$ cat src/hdl/lts_pkg.sv
// Shared types and constants for the Lisp token scanner.
package lts_pkg;

  localparam int unsigned CpW = 21;

  localparam logic [CpW-1:0] ChColon = CpW'(8'h3A);
  localparam logic [CpW-1:0] ChLowA  = CpW'(8'h61);
  localparam logic [CpW-1:0] ChLowZ  = CpW'(8'h7A);
  localparam logic [CpW-1:0] ChUpA   = CpW'(8'h41);
  localparam logic [CpW-1:0] ChUpZ   = CpW'(8'h5A);

  typedef enum logic [2:0] {
    ST_ILLEGAL    = 3'd0,
    ST_WHITESPACE = 3'd1,
    ST_TERM_MACRO = 3'd2,
    ST_NTERM_MACRO = 3'd3,
    ST_SINGLE_ESC = 3'd4,
    ST_MULTI_ESC  = 3'd5,
    ST_CONSTITUENT = 3'd6
  } stype_e;

  typedef enum logic [2:0] {
    EV_PUSH      = 3'd0,
    EV_PACKAGE   = 3'd1,
    EV_TOKEN_END = 3'd2,
    EV_MACRO     = 3'd3,
    EV_EOF       = 3'd4,
    EV_ILLEGAL   = 3'd5,
    EV_BAD       = 3'd6,
    EV_COLON     = 3'd7
  } event_e;

  typedef enum logic [1:0] {
    CASE_UP       = 2'd0,
    CASE_DOWN     = 2'd1,
    CASE_PRESERVE = 2'd2,
    CASE_INVERT   = 2'd3
  } case_e;

  typedef enum logic [1:0] {
    PK_KEYWORD  = 2'd0,
    PK_ESCAPED  = 2'd1,
    PK_CLASSIFY = 2'd2
  } pkg_kind_e;

  // Classified item as it travels from front to back.
  typedef struct packed {
    logic           eof;
    logic [2:0]     stype;
    logic [CpW-1:0] code_point;
    logic [CpW-1:0] cased;
    logic           is_colon;
  } entry_t;

  // One result item.
  typedef struct packed {
    logic [2:0]     ev;
    logic [CpW-1:0] ch;
    logic           esc;
    logic           put_back;
    logic [1:0]     pkg_kind;
    logic           internal_ref;
    logic           token_escaped;
  } result_t;

endpackage

$ cat src/hdl/lts_front.sv
// Front stage: takes items, decodes colon and readtable case, registers them.
module lts_front (
  input  logic                      clk_i,
  input  logic                      rst_ni,
  input  logic                      in_valid_i,
  output logic                      in_stall_o,
  input  logic                      kind_i,
  input  logic [lts_pkg::CpW-1:0]   code_point_i,
  input  logic [2:0]                syntax_type_i,
  input  logic [1:0]                case_mode_i,
  input  logic                      q_full_i,
  output logic                      entry_valid_o,
  output lts_pkg::entry_t           entry_o
);

  logic            valid_q, valid_d;
  lts_pkg::entry_t entry_q, entry_d;
  logic            accept, push;
  logic            is_lower, is_upper, flip;

  assign in_stall_o = valid_q & q_full_i;
  assign accept     = in_valid_i & ~in_stall_o;
  assign push       = valid_q & ~q_full_i;
  assign valid_d    = accept | (valid_q & ~push);

  assign is_lower = (code_point_i >= lts_pkg::ChLowA) && (code_point_i <= lts_pkg::ChLowZ);
  assign is_upper = (code_point_i >= lts_pkg::ChUpA) && (code_point_i <= lts_pkg::ChUpZ);

  always_comb begin
    case (lts_pkg::case_e'(case_mode_i))
      lts_pkg::CASE_UP:       flip = is_lower;
      lts_pkg::CASE_DOWN:     flip = is_upper;
      lts_pkg::CASE_PRESERVE: flip = 1'b0;
      lts_pkg::CASE_INVERT:   flip = is_lower | is_upper;
      default:                flip = 1'b0;
    endcase
  end

  always_comb begin
    entry_d.eof        = kind_i;
    entry_d.stype      = syntax_type_i;
    entry_d.code_point = code_point_i;
    // ASCII letters differ in case by bit 5 only
    entry_d.cased      = code_point_i ^ {{(lts_pkg::CpW-6){1'b0}}, flip, 5'b0};
    entry_d.is_colon   = (code_point_i == lts_pkg::ChColon);
  end

  always_ff @(posedge clk_i or negedge rst_ni) begin
    if (!rst_ni) begin
      valid_q <= 1'b0;
    end else begin
      valid_q <= valid_d;
    end
  end

  always_ff @(posedge clk_i) begin
    if (accept) begin
      entry_q <= entry_d;
    end
  end

  assign entry_valid_o = valid_q;
  assign entry_o       = entry_q;

endmodule

$ cat src/hdl/lts_fifo.sv
// Two-entry queue between front and back.
module lts_fifo (
  input  logic            clk_i,
  input  logic            rst_ni,
  input  logic            push_valid_i,
  input  lts_pkg::entry_t push_i,
  output logic            full_o,
  output logic            head_valid_o,
  output lts_pkg::entry_t head_o,
  input  logic            pop_i
);

  lts_pkg::entry_t mem_q [2];
  logic            wr_ptr_q, rd_ptr_q;
  logic [1:0]      count_q, count_d;
  logic            push, pop;

  assign full_o       = (count_q == 2'd2);
  assign head_valid_o = (count_q != 2'd0);
  assign head_o       = mem_q[rd_ptr_q];
  assign push         = push_valid_i & ~full_o;
  assign pop          = pop_i & head_valid_o;

  always_comb begin
    count_d = count_q;
    if (push && !pop) begin
      count_d = count_q + 2'd1;
    end else if (pop && !push) begin
      count_d = count_q - 2'd1;
    end
  end

  always_ff @(posedge clk_i or negedge rst_ni) begin
    if (!rst_ni) begin
      wr_ptr_q <= 1'b0;
      rd_ptr_q <= 1'b0;
      count_q  <= 2'd0;
    end else begin
      count_q <= count_d;
      if (push) begin
        wr_ptr_q <= ~wr_ptr_q;
      end
      if (pop) begin
        rd_ptr_q <= ~rd_ptr_q;
      end
    end
  end

  always_ff @(posedge clk_i) begin
    if (push) begin
      mem_q[wr_ptr_q] <= push_i;
    end
  end

endmodule

$ cat src/hdl/lts_back.sv
// Back stage: token scanner state machine and result register.
module lts_back (
  input  logic            clk_i,
  input  logic            rst_ni,
  input  logic            head_valid_i,
  input  lts_pkg::entry_t head_i,
  output logic            pop_o,
  input  logic            preserve_ws_i,
  output logic            out_valid_o,
  input  logic            out_stall_i,
  output lts_pkg::result_t result_o
);

  typedef enum logic [2:0] {
    PH_BETWEEN   = 3'd0,
    PH_ESC_START = 3'd1,
    PH_IN_TOKEN  = 3'd2,
    PH_ESC_TOKEN = 3'd3,
    PH_MULTI     = 3'd4,
    PH_MULTI_ESC = 3'd5
  } phase_e;

  typedef enum logic [2:0] {
    ACT_NONE,
    ACT_FAIL,
    ACT_MACRO,
    ACT_TOKEN_END,
    ACT_PUSH_ESC,
    ACT_PUSH_PLAIN
  } act_e;

  localparam logic [1:0] ColNone  = 2'd0;
  localparam logic [1:0] ColOne   = 2'd1;
  localparam logic [1:0] ColAfter = 2'd2;

  phase_e           phase_q, phase_d;
  logic [1:0]       colon_q, colon_d;
  logic             esc_seen_q, esc_seen_d;
  logic             internal_q, internal_d;
  logic             nonempty_q, nonempty_d;
  logic             out_valid_q;
  lts_pkg::result_t result_q, res;
  logic             emit, go;
  act_e             act;
  lts_pkg::event_e  fail_ev;
  logic             fail_ch, pb;

  assign go    = head_valid_i & (~out_valid_q | ~out_stall_i);
  assign pop_o = go;

  always_comb begin
    phase_d    = phase_q;
    colon_d    = colon_q;
    esc_seen_d = esc_seen_q;
    internal_d = internal_q;
    nonempty_d = nonempty_q;
    act        = ACT_NONE;
    fail_ev    = lts_pkg::EV_BAD;
    fail_ch    = 1'b0;
    pb         = 1'b0;
    emit       = 1'b0;
    res        = '0;

    case (phase_q)
      PH_BETWEEN: begin
        if (head_i.eof) begin
          act     = ACT_FAIL;
          fail_ev = lts_pkg::EV_EOF;
        end else begin
          case (lts_pkg::stype_e'(head_i.stype))
            lts_pkg::ST_ILLEGAL: begin
              act     = ACT_FAIL;
              fail_ev = lts_pkg::EV_ILLEGAL;
              fail_ch = 1'b1;
            end
            lts_pkg::ST_WHITESPACE:  act = ACT_NONE;
            lts_pkg::ST_TERM_MACRO,
            lts_pkg::ST_NTERM_MACRO: act = ACT_MACRO;
            lts_pkg::ST_SINGLE_ESC:  phase_d = PH_ESC_START;
            lts_pkg::ST_MULTI_ESC:   phase_d = PH_MULTI;
            lts_pkg::ST_CONSTITUENT: begin
              phase_d = PH_IN_TOKEN;
              act     = ACT_PUSH_PLAIN;
            end
            default: act = ACT_FAIL;
          endcase
        end
      end
      PH_ESC_START, PH_ESC_TOKEN: begin
        if (head_i.eof) begin
          act = ACT_FAIL;
        end else begin
          phase_d = PH_IN_TOKEN;
          act     = ACT_PUSH_ESC;
        end
      end
      PH_IN_TOKEN: begin
        if (head_i.eof) begin
          act = ACT_TOKEN_END;
        end else begin
          case (lts_pkg::stype_e'(head_i.stype))
            lts_pkg::ST_ILLEGAL: begin
              act     = ACT_FAIL;
              fail_ev = lts_pkg::EV_ILLEGAL;
              fail_ch = 1'b1;
            end
            lts_pkg::ST_WHITESPACE: begin
              act = ACT_TOKEN_END;
              pb  = preserve_ws_i;
            end
            lts_pkg::ST_TERM_MACRO: begin
              act = ACT_TOKEN_END;
              pb  = 1'b1;
            end
            lts_pkg::ST_NTERM_MACRO,
            lts_pkg::ST_CONSTITUENT: act = ACT_PUSH_PLAIN;
            lts_pkg::ST_SINGLE_ESC:  phase_d = PH_ESC_TOKEN;
            lts_pkg::ST_MULTI_ESC:   phase_d = PH_MULTI;
            default: act = ACT_FAIL;
          endcase
        end
      end
      PH_MULTI: begin
        if (head_i.eof) begin
          act = ACT_FAIL;
        end else begin
          case (lts_pkg::stype_e'(head_i.stype))
            lts_pkg::ST_ILLEGAL: begin
              act     = ACT_FAIL;
              fail_ev = lts_pkg::EV_ILLEGAL;
              fail_ch = 1'b1;
            end
            lts_pkg::ST_WHITESPACE,
            lts_pkg::ST_TERM_MACRO,
            lts_pkg::ST_NTERM_MACRO,
            lts_pkg::ST_CONSTITUENT: act = ACT_PUSH_ESC;
            lts_pkg::ST_SINGLE_ESC:  phase_d = PH_MULTI_ESC;
            lts_pkg::ST_MULTI_ESC:   phase_d = PH_IN_TOKEN;
            default: act = ACT_FAIL;
          endcase
        end
      end
      PH_MULTI_ESC: begin
        if (head_i.eof) begin
          act = ACT_FAIL;
        end else begin
          phase_d = PH_MULTI;
          act     = ACT_PUSH_ESC;
        end
      end
      default: act = ACT_FAIL;
    endcase

    case (act)
      ACT_NONE: emit = 1'b0;
      ACT_FAIL: begin
        phase_d    = PH_BETWEEN;
        colon_d    = ColNone;
        esc_seen_d = 1'b0;
        internal_d = 1'b0;
        nonempty_d = 1'b0;
        emit       = 1'b1;
        res.ev     = fail_ev;
        res.ch     = fail_ch ? head_i.code_point : '0;
      end
      ACT_MACRO: begin
        phase_d      = PH_BETWEEN;
        colon_d      = ColNone;
        esc_seen_d   = 1'b0;
        internal_d   = 1'b0;
        nonempty_d   = 1'b0;
        emit         = 1'b1;
        res.ev       = lts_pkg::EV_MACRO;
        res.ch       = head_i.code_point;
        res.put_back = 1'b1;
      end
      ACT_TOKEN_END: begin
        phase_d           = PH_BETWEEN;
        colon_d           = ColNone;
        esc_seen_d        = 1'b0;
        internal_d        = 1'b0;
        nonempty_d        = 1'b0;
        emit              = 1'b1;
        res.ev            = lts_pkg::EV_TOKEN_END;
        res.put_back      = pb;
        res.internal_ref  = internal_q;
        res.token_escaped = esc_seen_q;
      end
      ACT_PUSH_ESC: begin
        esc_seen_d = 1'b1;
        if (colon_q == ColOne) begin
          colon_d = ColAfter;
        end
        nonempty_d = 1'b1;
        emit       = 1'b1;
        res.ev     = lts_pkg::EV_PUSH;
        res.ch     = head_i.code_point;
        res.esc    = 1'b1;
      end
      ACT_PUSH_PLAIN: begin
        // plain push unless the colon logic takes the character
        nonempty_d = 1'b1;
        emit       = 1'b1;
        res.ev     = lts_pkg::EV_PUSH;
        res.ch     = head_i.cased;
        if (colon_q == ColNone) begin
          internal_d = 1'b0;
          if (head_i.is_colon) begin
            colon_d    = ColOne;
            nonempty_d = 1'b0;
            res.ev     = lts_pkg::EV_PACKAGE;
            res.ch     = '0;
            res.pkg_kind = esc_seen_q ? lts_pkg::PK_ESCAPED :
                           (nonempty_q ? lts_pkg::PK_CLASSIFY : lts_pkg::PK_KEYWORD);
          end
        end else if (colon_q == ColOne) begin
          colon_d = ColAfter;
          if (head_i.is_colon) begin
            // double colon: internal symbol, nothing emitted
            internal_d = 1'b1;
            nonempty_d = nonempty_q;
            emit       = 1'b0;
          end
        end else if (head_i.is_colon) begin
          phase_d    = PH_BETWEEN;
          colon_d    = ColNone;
          esc_seen_d = 1'b0;
          internal_d = 1'b0;
          nonempty_d = 1'b0;
          res.ev     = lts_pkg::EV_COLON;
          res.ch     = '0;
        end
      end
      default: emit = 1'b0;
    endcase
  end

  always_ff @(posedge clk_i or negedge rst_ni) begin
    if (!rst_ni) begin
      phase_q     <= PH_BETWEEN;
      colon_q     <= ColNone;
      esc_seen_q  <= 1'b0;
      internal_q  <= 1'b0;
      nonempty_q  <= 1'b0;
      out_valid_q <= 1'b0;
      result_q    <= '0;
    end else begin
      if (go) begin
        phase_q    <= phase_d;
        colon_q    <= colon_d;
        esc_seen_q <= esc_seen_d;
        internal_q <= internal_d;
        nonempty_q <= nonempty_d;
      end
      if (go && emit) begin
        out_valid_q <= 1'b1;
        result_q    <= res;
      end else if (!out_stall_i) begin
        out_valid_q <= 1'b0;
      end
    end
  end

  assign out_valid_o = out_valid_q;
  assign result_o    = result_q;

endmodule

$ cat src/hdl/lisp_token_scanner_core.sv
// Top level of the Lisp token scanner: config registers, front, queue, back.
//
// Lisp token scanner. Each input item is one character with its readtable
// syntax type already looked up, or an end-of-input mark (kind_i = 1). The
// block runs the reader's token steps: it skips whitespace between tokens,
// reports macro characters, handles single and multiple escapes, tracks the
// package colon and the double-colon (internal) flag, and applies the
// readtable case to unescaped ASCII letters. Each item gives zero or one
// result item; last_o is always 1. Throughput is one item per clock cycle
// when neither side stalls: the scanner state update in the back stage is
// decided combinationally, and a two-entry queue between the classifying
// front register and the back stage lets either side stall on its own. An
// accepted item passes through the front register, then the queue and
// then the result register. Registers on the APB port: 0x0 case_mode
// (0 upcase, 1 downcase, 2 preserve, 3 invert), 0x4 preserve_whitespace.
// Write them only while the block is idle.
module lisp_token_scanner_core (
  input  logic                    clk_i,
  input  logic                    rst_ni,
  // config port
  input  logic                    psel,
  input  logic                    penable,
  input  logic                    pwrite,
  input  logic [2:0]              paddr,
  input  logic [31:0]             pwdata,
  output logic [31:0]             prdata,
  output logic                    pready,
  // input items
  input  logic                    in_valid_i,
  output logic                    in_stall_o,
  input  logic                    kind_i,
  input  logic [lts_pkg::CpW-1:0] code_point_i,
  input  logic [2:0]              syntax_type_i,
  // result items
  output logic                    out_valid_o,
  input  logic                    out_stall_i,
  output logic [2:0]              event_res_o,
  output logic [lts_pkg::CpW-1:0] out_char_o,
  output logic                    char_escaped_o,
  output logic                    put_back_o,
  output logic [1:0]              package_kind_o,
  output logic                    internal_ref_o,
  output logic                    token_escaped_o,
  output logic                    last_o
);

  logic [1:0]       case_mode_q;
  logic             preserve_ws_q;
  logic             cfg_wr;

  logic             front_valid;
  lts_pkg::entry_t  front_entry;
  logic             q_full;
  logic             head_valid;
  lts_pkg::entry_t  head;
  logic             pop;
  lts_pkg::result_t result;

  // register index sits in paddr[2]; low address bits are ignored
  assign pready = 1'b1;
  assign cfg_wr = psel & penable & pwrite & pready;
  assign prdata = paddr[2] ? {31'b0, preserve_ws_q} : {30'b0, case_mode_q};

  always_ff @(posedge clk_i or negedge rst_ni) begin
    if (!rst_ni) begin
      case_mode_q   <= lts_pkg::CASE_UP;
      preserve_ws_q <= 1'b0;
    end else if (cfg_wr) begin
      if (paddr[2]) begin
        preserve_ws_q <= pwdata[0];
      end else begin
        case_mode_q <= pwdata[1:0];
      end
    end
  end

  lts_front u_front (
    .clk_i         (clk_i),
    .rst_ni        (rst_ni),
    .in_valid_i    (in_valid_i),
    .in_stall_o    (in_stall_o),
    .kind_i        (kind_i),
    .code_point_i  (code_point_i),
    .syntax_type_i (syntax_type_i),
    .case_mode_i   (case_mode_q),
    .q_full_i      (q_full),
    .entry_valid_o (front_valid),
    .entry_o       (front_entry)
  );

  lts_fifo u_fifo (
    .clk_i        (clk_i),
    .rst_ni       (rst_ni),
    .push_valid_i (front_valid),
    .push_i       (front_entry),
    .full_o       (q_full),
    .head_valid_o (head_valid),
    .head_o       (head),
    .pop_i        (pop)
  );

  lts_back u_back (
    .clk_i         (clk_i),
    .rst_ni        (rst_ni),
    .head_valid_i  (head_valid),
    .head_i        (head),
    .pop_o         (pop),
    .preserve_ws_i (preserve_ws_q),
    .out_valid_o   (out_valid_o),
    .out_stall_i   (out_stall_i),
    .result_o      (result)
  );

  assign event_res_o     = result.ev;
  assign out_char_o      = result.ch;
  assign char_escaped_o  = result.esc;
  assign put_back_o      = result.put_back;
  assign package_kind_o  = result.pkg_kind;
  assign internal_ref_o  = result.internal_ref;
  assign token_escaped_o = result.token_escaped;
  assign last_o          = 1'b1;

endmodule
$ cat config.mk
export PLATFORM = sky130hd
export DESIGN_NAME = lisp_token_scanner_core
export DESIGN_NICKNAME = d
export VERILOG_FILES = /design/src/hdl/lts_pkg.sv /design/src/hdl/lts_front.sv /design/src/hdl/lts_fifo.sv /design/src/hdl/lts_back.sv /design/src/hdl/lisp_token_scanner_core.sv
export SDC_FILE = /design/constraint.sdc
export NUM_CORES = 1
export LEC_CHECK = 0
export ABC_AREA = 1
export BUFFER_PORTS_ARGS = -buffer_cell sky130_fd_sc_hd__buf_2
export CORE_ASPECT_RATIO = 1.25
export CORE_MARGIN = 4
export CORE_UTILIZATION = 30
export DETAILED_ROUTE_END_ITERATION = 16
export GPL_ROUTABILITY_DRIVEN = 0
export PLACE_DENSITY = 0.48
export RECOVER_POWER = 25
export REMOVE_ABC_BUFFERS = 1
export SKIP_LAST_GASP = 1
export SYNTH_ARGS = -nofsm -noshare
export SYNTH_HDL_FRONTEND = slang
export SYNTH_SLANG_ARGS = --single-unit
$ cat constraint.sdc
create_clock -name clk_i -period 4.35 [get_ports clk_i]
set_input_delay 0.87 -clock clk_i [delete_from_list [all_inputs] [get_ports clk_i]]
set_output_delay 0.87 -clock clk_i [all_outputs]
set_load 0.005 [all_outputs]
# --- Word-level counts from Yosys, hierarchy flattened ---
# Memory sizes are Yosys's and may differ from the RTL's.
# Index checks and enable logic that the tools add are counted.
totals:
  ff_bits: 94
  ram_bits: 94
  out_inout_bits: 66
  word_cells: 192
  mem_count: 1
classes:
  add_sub_neg: 2
  n_lt_le_gt_ge: 4
  n_eq_ne: 31
  muxes: 76
  bitwise_logic: 20
  reduce_logical: 34
memory_table:
  columns: ["name", "depth", "width", "read_ports", "rd_clocked_by_memory_dff", "wr", "line_no", "rtl"]
  rows:
  - ["u_fifo.mem_q", 2, 47, 1, 0, 1, "lts_fifo.sv:13", "lts_pkg::entry_t mem_q [2];"]
ops:
  columns: ["cell", "n"]
  rows:
  - ["2-to-1 mux 24 bit", 3]
  - ["one-hot mux 21 bit (3 select lines)", 1]
  - ["greater-or-equal comparator 21 x 7 -> 1 bit, second input constant", 2]
  - ["less-or-equal comparator 21 x 7 -> 1 bit, second input constant", 2]
  - ["2-to-1 mux 3 bit", 14]
  - ["2-to-1 mux 2 bit", 15]
  - ["one-hot mux 3 bit (2 select lines)", 5]
  - ["one-hot mux 3 bit (3 select lines)", 3]
  - ["one-hot mux 3 bit (4 select lines)", 2]
  - ["2-to-1 mux 1 bit", 22]
  - ["2-to-1 mux 22 bit", 1]
  - ["equality test 21 x 6 -> 1 bit, second input constant", 1]
  - ["equality test 3 bit, second input constant", 7]
  - ["2-to-1 mux 21 bit", 1]
  - ["bitwise XOR 21 x 6 -> 21 bit", 1]
  - ["equality test 3 x 2 -> 1 bit, second input constant", 6]
  - ["one-hot mux 3 bit (5 select lines)", 1]
  - ["OR reduction 2 bit", 7]
  - ["OR reduction 3 bit", 4]
  - ["AND reduction 5 bit", 2]
  - ["equality test 3 x 1 -> 1 bit, second input constant", 3]
  - ["bitwise AND 1 bit", 8]
  - ["NOT 1 bit", 8]
  - ["one-hot mux 1 bit (2 select lines)", 4]
  - ["22 further kinds", 44]

# --- Longest topological paths before layout ---
# An unclocked memory read counts as a cell.
logic_depth:
  depth_word: 11
  depth_mapped: 16
  depth_no_buf: 14

# --- Hierarchy ---
# Synthesis repeated with hierarchy kept, for this count alone.
hier_totals:
  cells_unflattened: 800
  hier_area_um2: 7995.2
modules_own_cells:
  columns: ["mod", "n_inst", "cells_each", "area_per_inst_um2", "seq_area_each_um2"]
  rows:
  - ["lts_fifo", 1, 277, 3637.2, 2922.8]
  - ["lts_back", 1, 354, 2582.5, 975.9]
  - ["lts_front", 1, 112, 1358.8, 835.8]
  - ["lisp_token_scanner_core", 1, 57, 416.6, 75.1]

# --- Least setup slack after synthesis ---
# No wires, ideal clock.
synth_timing:
  path_kind: "register -> register"
  startpoint: "register u_fifo.count_q[0]"
  endpoint: "memory u_fifo.mem_q[1][0] (netlist name), enable pin"
  setup_time_ns: 0.412
  arrival_ns: 1.894
  required_time_ns: 3.938
  slack_ns: 2.044
  path_stages_with_launch: 5
  synth_period_minus_slack_ns: 2.306
  path_cell_list: "dfrtp_1 -> inv_1 -> a21oi_1 -> inv_1 -> nor2_1"
synth_via:
  elab_chain_len: 5
synth_lines:
  columns: ["element", "line_no", "rtl"]
  rows:
  - ["start: declaration", "lts_fifo.sv:15", "logic [1:0] count_q, count_d;"]
  - ["start signal: assignment", "lts_fifo.sv:39", "count_q <= count_d;"]
  - ["equality test 2 bit", "lts_fifo.sv:18", "assign full_o = (count_q == 2'd2);"]
  - ["NOT 1 bit", "lts_fifo.sv:21", "assign push = push_valid_i & ~full_o;"]
  - ["bitwise AND 1 bit", "lts_fifo.sv:21", null]
  - ["net u_fifo.push", "lts_fifo.sv:16", "logic push, pop;"]
  - ["2-to-1 mux 1 bit", "lts_fifo.sv:50", "if (push) begin"]
  - ["2-to-1 mux 1 bit (implied by the code)", "lts_fifo.sv:51", "mem_q[wr_ptr_q] <= push_i;"]
  - ["end: declaration", "lts_fifo.sv:13", null]
# The timed path passes the listed nets, and every way through them passes these cells.

# --- Final worst setup path ---
layout_timing:
  startpoint: "register u_fifo.rd_ptr_q"
  endpoint: "register u_back.result_q, in the netlist u_back.result_o[12]"
layout_via:
  elab_chain_len: 10
  elab_cells_between_ends: 43
  cone_classes: "eq/ne (11); mux (21); reduce/logical (10); memory (1)"
layout_lines:
  columns: ["element", "line_no", "rtl"]
  rows:
  - ["start: declaration", "lts_fifo.sv:14", "logic wr_ptr_q, rd_ptr_q;"]
  - ["start signal: assignment", "lts_fifo.sv:44", "rd_ptr_q <= ~rd_ptr_q;"]
  - ["memory (2 x 47 bit) (*)", null, null]
  - ["equality test 3 x 1 -> 1 bit, or another cell as far along", "lts_back.sv:70, lts_back.sv:101, lts_back.sv:127", null]
  - ["OR reduction 4 bit, or another cell as far along", "lts_back.sv:127", "case (lts_pkg::stype_e'(head_i.stype))"]
  - ["one-hot mux 3 bit (2 select lines), or another cell as far along", "lts_back.sv:127", null]
  - ["2-to-1 mux 3 bit (on tied branches)", "lts_back.sv:124, lts_back.sv:66, lts_back.sv:98", null]
  - ["one-hot mux 3 bit (4 select lines)", "lts_back.sv:64", "case (phase_q)"]
  - ["equality test 3 bit, or another cell as far along", "lts_back.sv:154", "case (act)"]
  - ["OR reduction 4 bit (no source line)", null, null]
  - ["one-hot mux 1 bit (2 select lines)", "lts_back.sv:154", null]
  - ["logical AND 1 bit", "lts_back.sv:255", "if (go && emit) begin"]
  - ["end signal: assignment", "lts_back.sv:257", "result_q <= res;"]
  - ["end: declaration", "lts_back.sv:42", "lts_pkg::result_t result_q, res;"]
# Every way passes the cells marked *; elsewhere a longest branch is shown, timed or not.
# A chain may end at the register's enable or synchronous reset.

==> impl_metrics.env <==
export IMPL_status="finished, final reports clean"
export IMPL_clock_latency_ns=0.41
export IMPL_rsz0062_at_grt="no"
export IMPL_detail_route_vias_per_cell=4.41
export IMPL_synthArstFlopShare_pct=36.7
export IMPL_wl_mm=13.2
export IMPL_finalNetCount=742
export IMPL_wl_met3_um=546
export IMPL_setup_slack_ns=1.50
export IMPL_leakage_uw=0.00330
export IMPL_drive_gt1_share_pct=22.6
export IMPL_die_h_um=166
export IMPL_netlist_instances=600
export IMPL_fp_row_count=57
export IMPL_synthTopCellsByArea="edfxtp_1, dfrtp_1, nand2_1"
export IMPL_pre_cts_ws_ns=1.49
export IMPL_syn_to_final_growth_pct=18.8
export IMPL_cts_htree_levels=4
export IMPL_cp_start_kind="flop"
export IMPL_tightest_slew_ns=0.979
export IMPL_met1_length_mm=5.33
export IMPL_synth_distinct_cells=41
export IMPL_cpMaxStageDelayCell="inv_2"
export IMPL_clockRootBuffer="clkbuf_16"
export IMPL_die_w_um=135
export IMPL_fillCellCount=2027
export IMPL_arrival_ns=3.19
export IMPL_post_cts_resized=0
export IMPL_critical_path_class="reg2reg"
export IMPL_ant_nets=0
export IMPL_numCtsBuffers=17
export IMPL_final_common_cell="nand2_1"
export IMPL_p_per_area_nw_per_um2=765
export IMPL_final_hold_violation_count=0
export IMPL_ios=133
export IMPL_ys_flop_type="edfxtp_1"
export IMPL_highest_layer="met4"
export IMPL_first_global_vias=4437
export IMPL_finalMaxSlewViolations=0
export IMPL_avgRoutedWirePerCell_um=13.9
export IMPL_coreArea_um2=19500
export IMPL_drv_cap=0
export IMPL_grt_first_pass_wirelength_mm=22.2
export IMPL_antenna_found_initial=0
export IMPL_dp_hpwl_mm=9.25
export IMPL_endpoint_kind="flop"
export IMPL_clockBufferDepth=2
export IMPL_drc=0
export IMPL_yosys_register_bits=128
export IMPL_cts_tree="yes"
export IMPL_cts_clk_slew_worst_paths_ns=0.06
export IMPL_worstPathCellList="inv_2 > nand2_1 > nand2_2 > nand2_1 > nor2_2 > nand2_2 > nand2_4 > nand2_1 > a22oi_1 > nand2_1 > nand2_1"
export IMPL_skew_ns=0.00665
export IMPL_routed_wl_met2_mm=7.06
export IMPL_fin_crit_ns=2.85
export IMPL_postCtsSetupBuffers=0
export IMPL_drt_iter0_drc=271
export IMPL_synth_edf_count=81
export IMPL_fin_crit_sh_pct=65.4
export IMPL_yosys_area_top_type_share_pct=40.5
export IMPL_grt_overflow_total=0
export IMPL_setup_violations=0
export IMPL_synth_avg_cell_area_um2=10.0
export IMPL_diodes=0
export IMPL_drtPass1Iterations=4
export IMPL_start_util_pct=30.8
export IMPL_peakVddDrop_uv=468
export IMPL_ys_seq_area_share_pct=60.0
export IMPL_cts_hold_buffers_added=0
export IMPL_fmax_mhz=351
export IMPL_relSlewSlack_pct=34.7
export IMPL_dieArea_um2=22400
export IMPL_cts_sinks=128
export IMPL_crit_path_max_incr_delay_ns=0.52
export IMPL_cpMostUsedCell="nand2_1"
export IMPL_hold_path_class="reg2reg"
export IMPL_synth_area_um2=6010
export IMPL_synth_top_area_cell="edfxtp_1"
export IMPL_io_buffers=68
export IMPL_synth_warnings=0
export IMPL_tns_ns=0
export IMPL_critPathMaxFanout=31
export IMPL_track_usage_pct=12.5
export IMPL_grt_max_degree=32
export IMPL_cp_required_ns=4.69
export IMPL_vias=4197
export IMPL_layout_common_cells="nand2_1, edfxtp_1, buf_2, dfrtp_1, inv_1"
==> path summary, 6_finish.rpt <==
check                                          from                   to  slack [ns]  depth (start not counted)
worst max register to register      u_fifo.rd_ptr_q  u_back.result_o[12]        1.50                         11
worst max-delay path                u_fifo.rd_ptr_q  u_back.result_o[12]        1.50                         11
min in group asynchronous                    rst_ni  u_back.result_o[18]        0.60                          1
worst min-delay path            u_front.entry_o[14]  u_fifo.mem_q[0][35]        0.44                          0
worst min register to register  u_front.entry_o[14]  u_fifo.mem_q[0][35]        0.44                          0
max in group asynchronous                    rst_ni  u_back.result_o[27]        2.74                          2
==> stage by stage <==
| stage | utilization (%) | hold WS (ns) | instances | instance area [um2] | total power (uW) |
|---|---|---|---|---|---|
| finish | 36.5 | 0.444 | 951 | 7140 | 5460 |
| global route | 36.5 | 0.456 | 951 | 7140 | 5860 |
| CTS | 36.5 | 0.381 | 951 | 7140 | 5540 |
| detailed placement | 33.3 | 0.431 | 920 | 6500 | 3970 |
| global placement | 33.3 | 0.422 | 920 | 6500 | 3920 |
| floorplan | - | 0.421 | 582 | 5770 | 3280 |
==> power breakdown <==
group | switching [uW] | internal, uW | total, uW | leakage [uW]
clock | 521 | 1010 | 1530 | 0.000307
sequential | 170 | 1720 | 1890 | 0.00139
combinational | 1430 | 605 | 2040 | 0.00160
total | 2120 | 3340 | 5460 | 0.00330
==> state kept, by name, summed over array words and instances (netlist names) <==
signal                 cells
u_back.phase_q             3
u_fifo.wr_ptr_q            1
u_front.entry_o           27
u_back.result_o           30
u_front.entry_valid_o      1
u_fifo.count_q             2
u_back.colon_q             2
u_back.out_valid_o         1
preserve_ws_q              1
u_back.internal_q          1
case_mode_q                2
u_back.nonempty_q          1
u_fifo.mem_q              54
u_fifo.rd_ptr_q            1
u_back.esc_seen_q          1
==> metal layers <==
metal / vias to the layer above / global-route usage, %
met3: 28 / 3.15
met2: 108 / 22.3
met5: - / 0
met1: 1986 / 13.9
met4: 0 / 5.36
li1: 2075 / -
==> critical path, delay by kind of cell, from the launching register on <==
kind                   cells  cell delay [ns]
AND/OR/NAND/NOR            9             1.47
buffers and inverters      1             0.52
flip-flops                 1             0.39
AO/OA/AOI/OAI              1             0.37
==> synthesized netlist by cell type, drive strengths merged, types with 5 or more instances <==
library cell,instances
nor3,5
nand3,37
o21ai,25
nor2,38
edfxtp,81
nand4,5
nand2,216
a21oi,13
buf,44
a22oi,21
inv,46
dfrtp,47
==> cells by family (layout without fill, tap and decap cells) <==
family / after synthesis / count (layout) / share of synthesized area [%]
flops: 128 / 128 / 60.0
xor+xnor: 3 / 3 / 0.437
fa+ha+maj: 1 / 1 / 0.208
simple gates: 308 / 308 / 23.8
other cells: 2 / 32 / 0.125
mux: 1 / 1 / 0.167
compound gates: 63 / 63 / 6.56
buf+inv: 94 / 150 / 8.66
==> final cells by class <==
cell class / instances / area, um2 / area share [%]
repair buffers: 73 / 377 / 5.28
clock buffers: 17 / 425 / 5.96
inverters: 46 / 173 / 2.42
multi-input cells: 408 / 2010 / 28.1
flip-flops and latches: 128 / 3610 / 50.6
clock inverters: 14 / 214 / 3.00
well taps: 265 / 332 / 4.65
(Power assumes the default switching activity.)
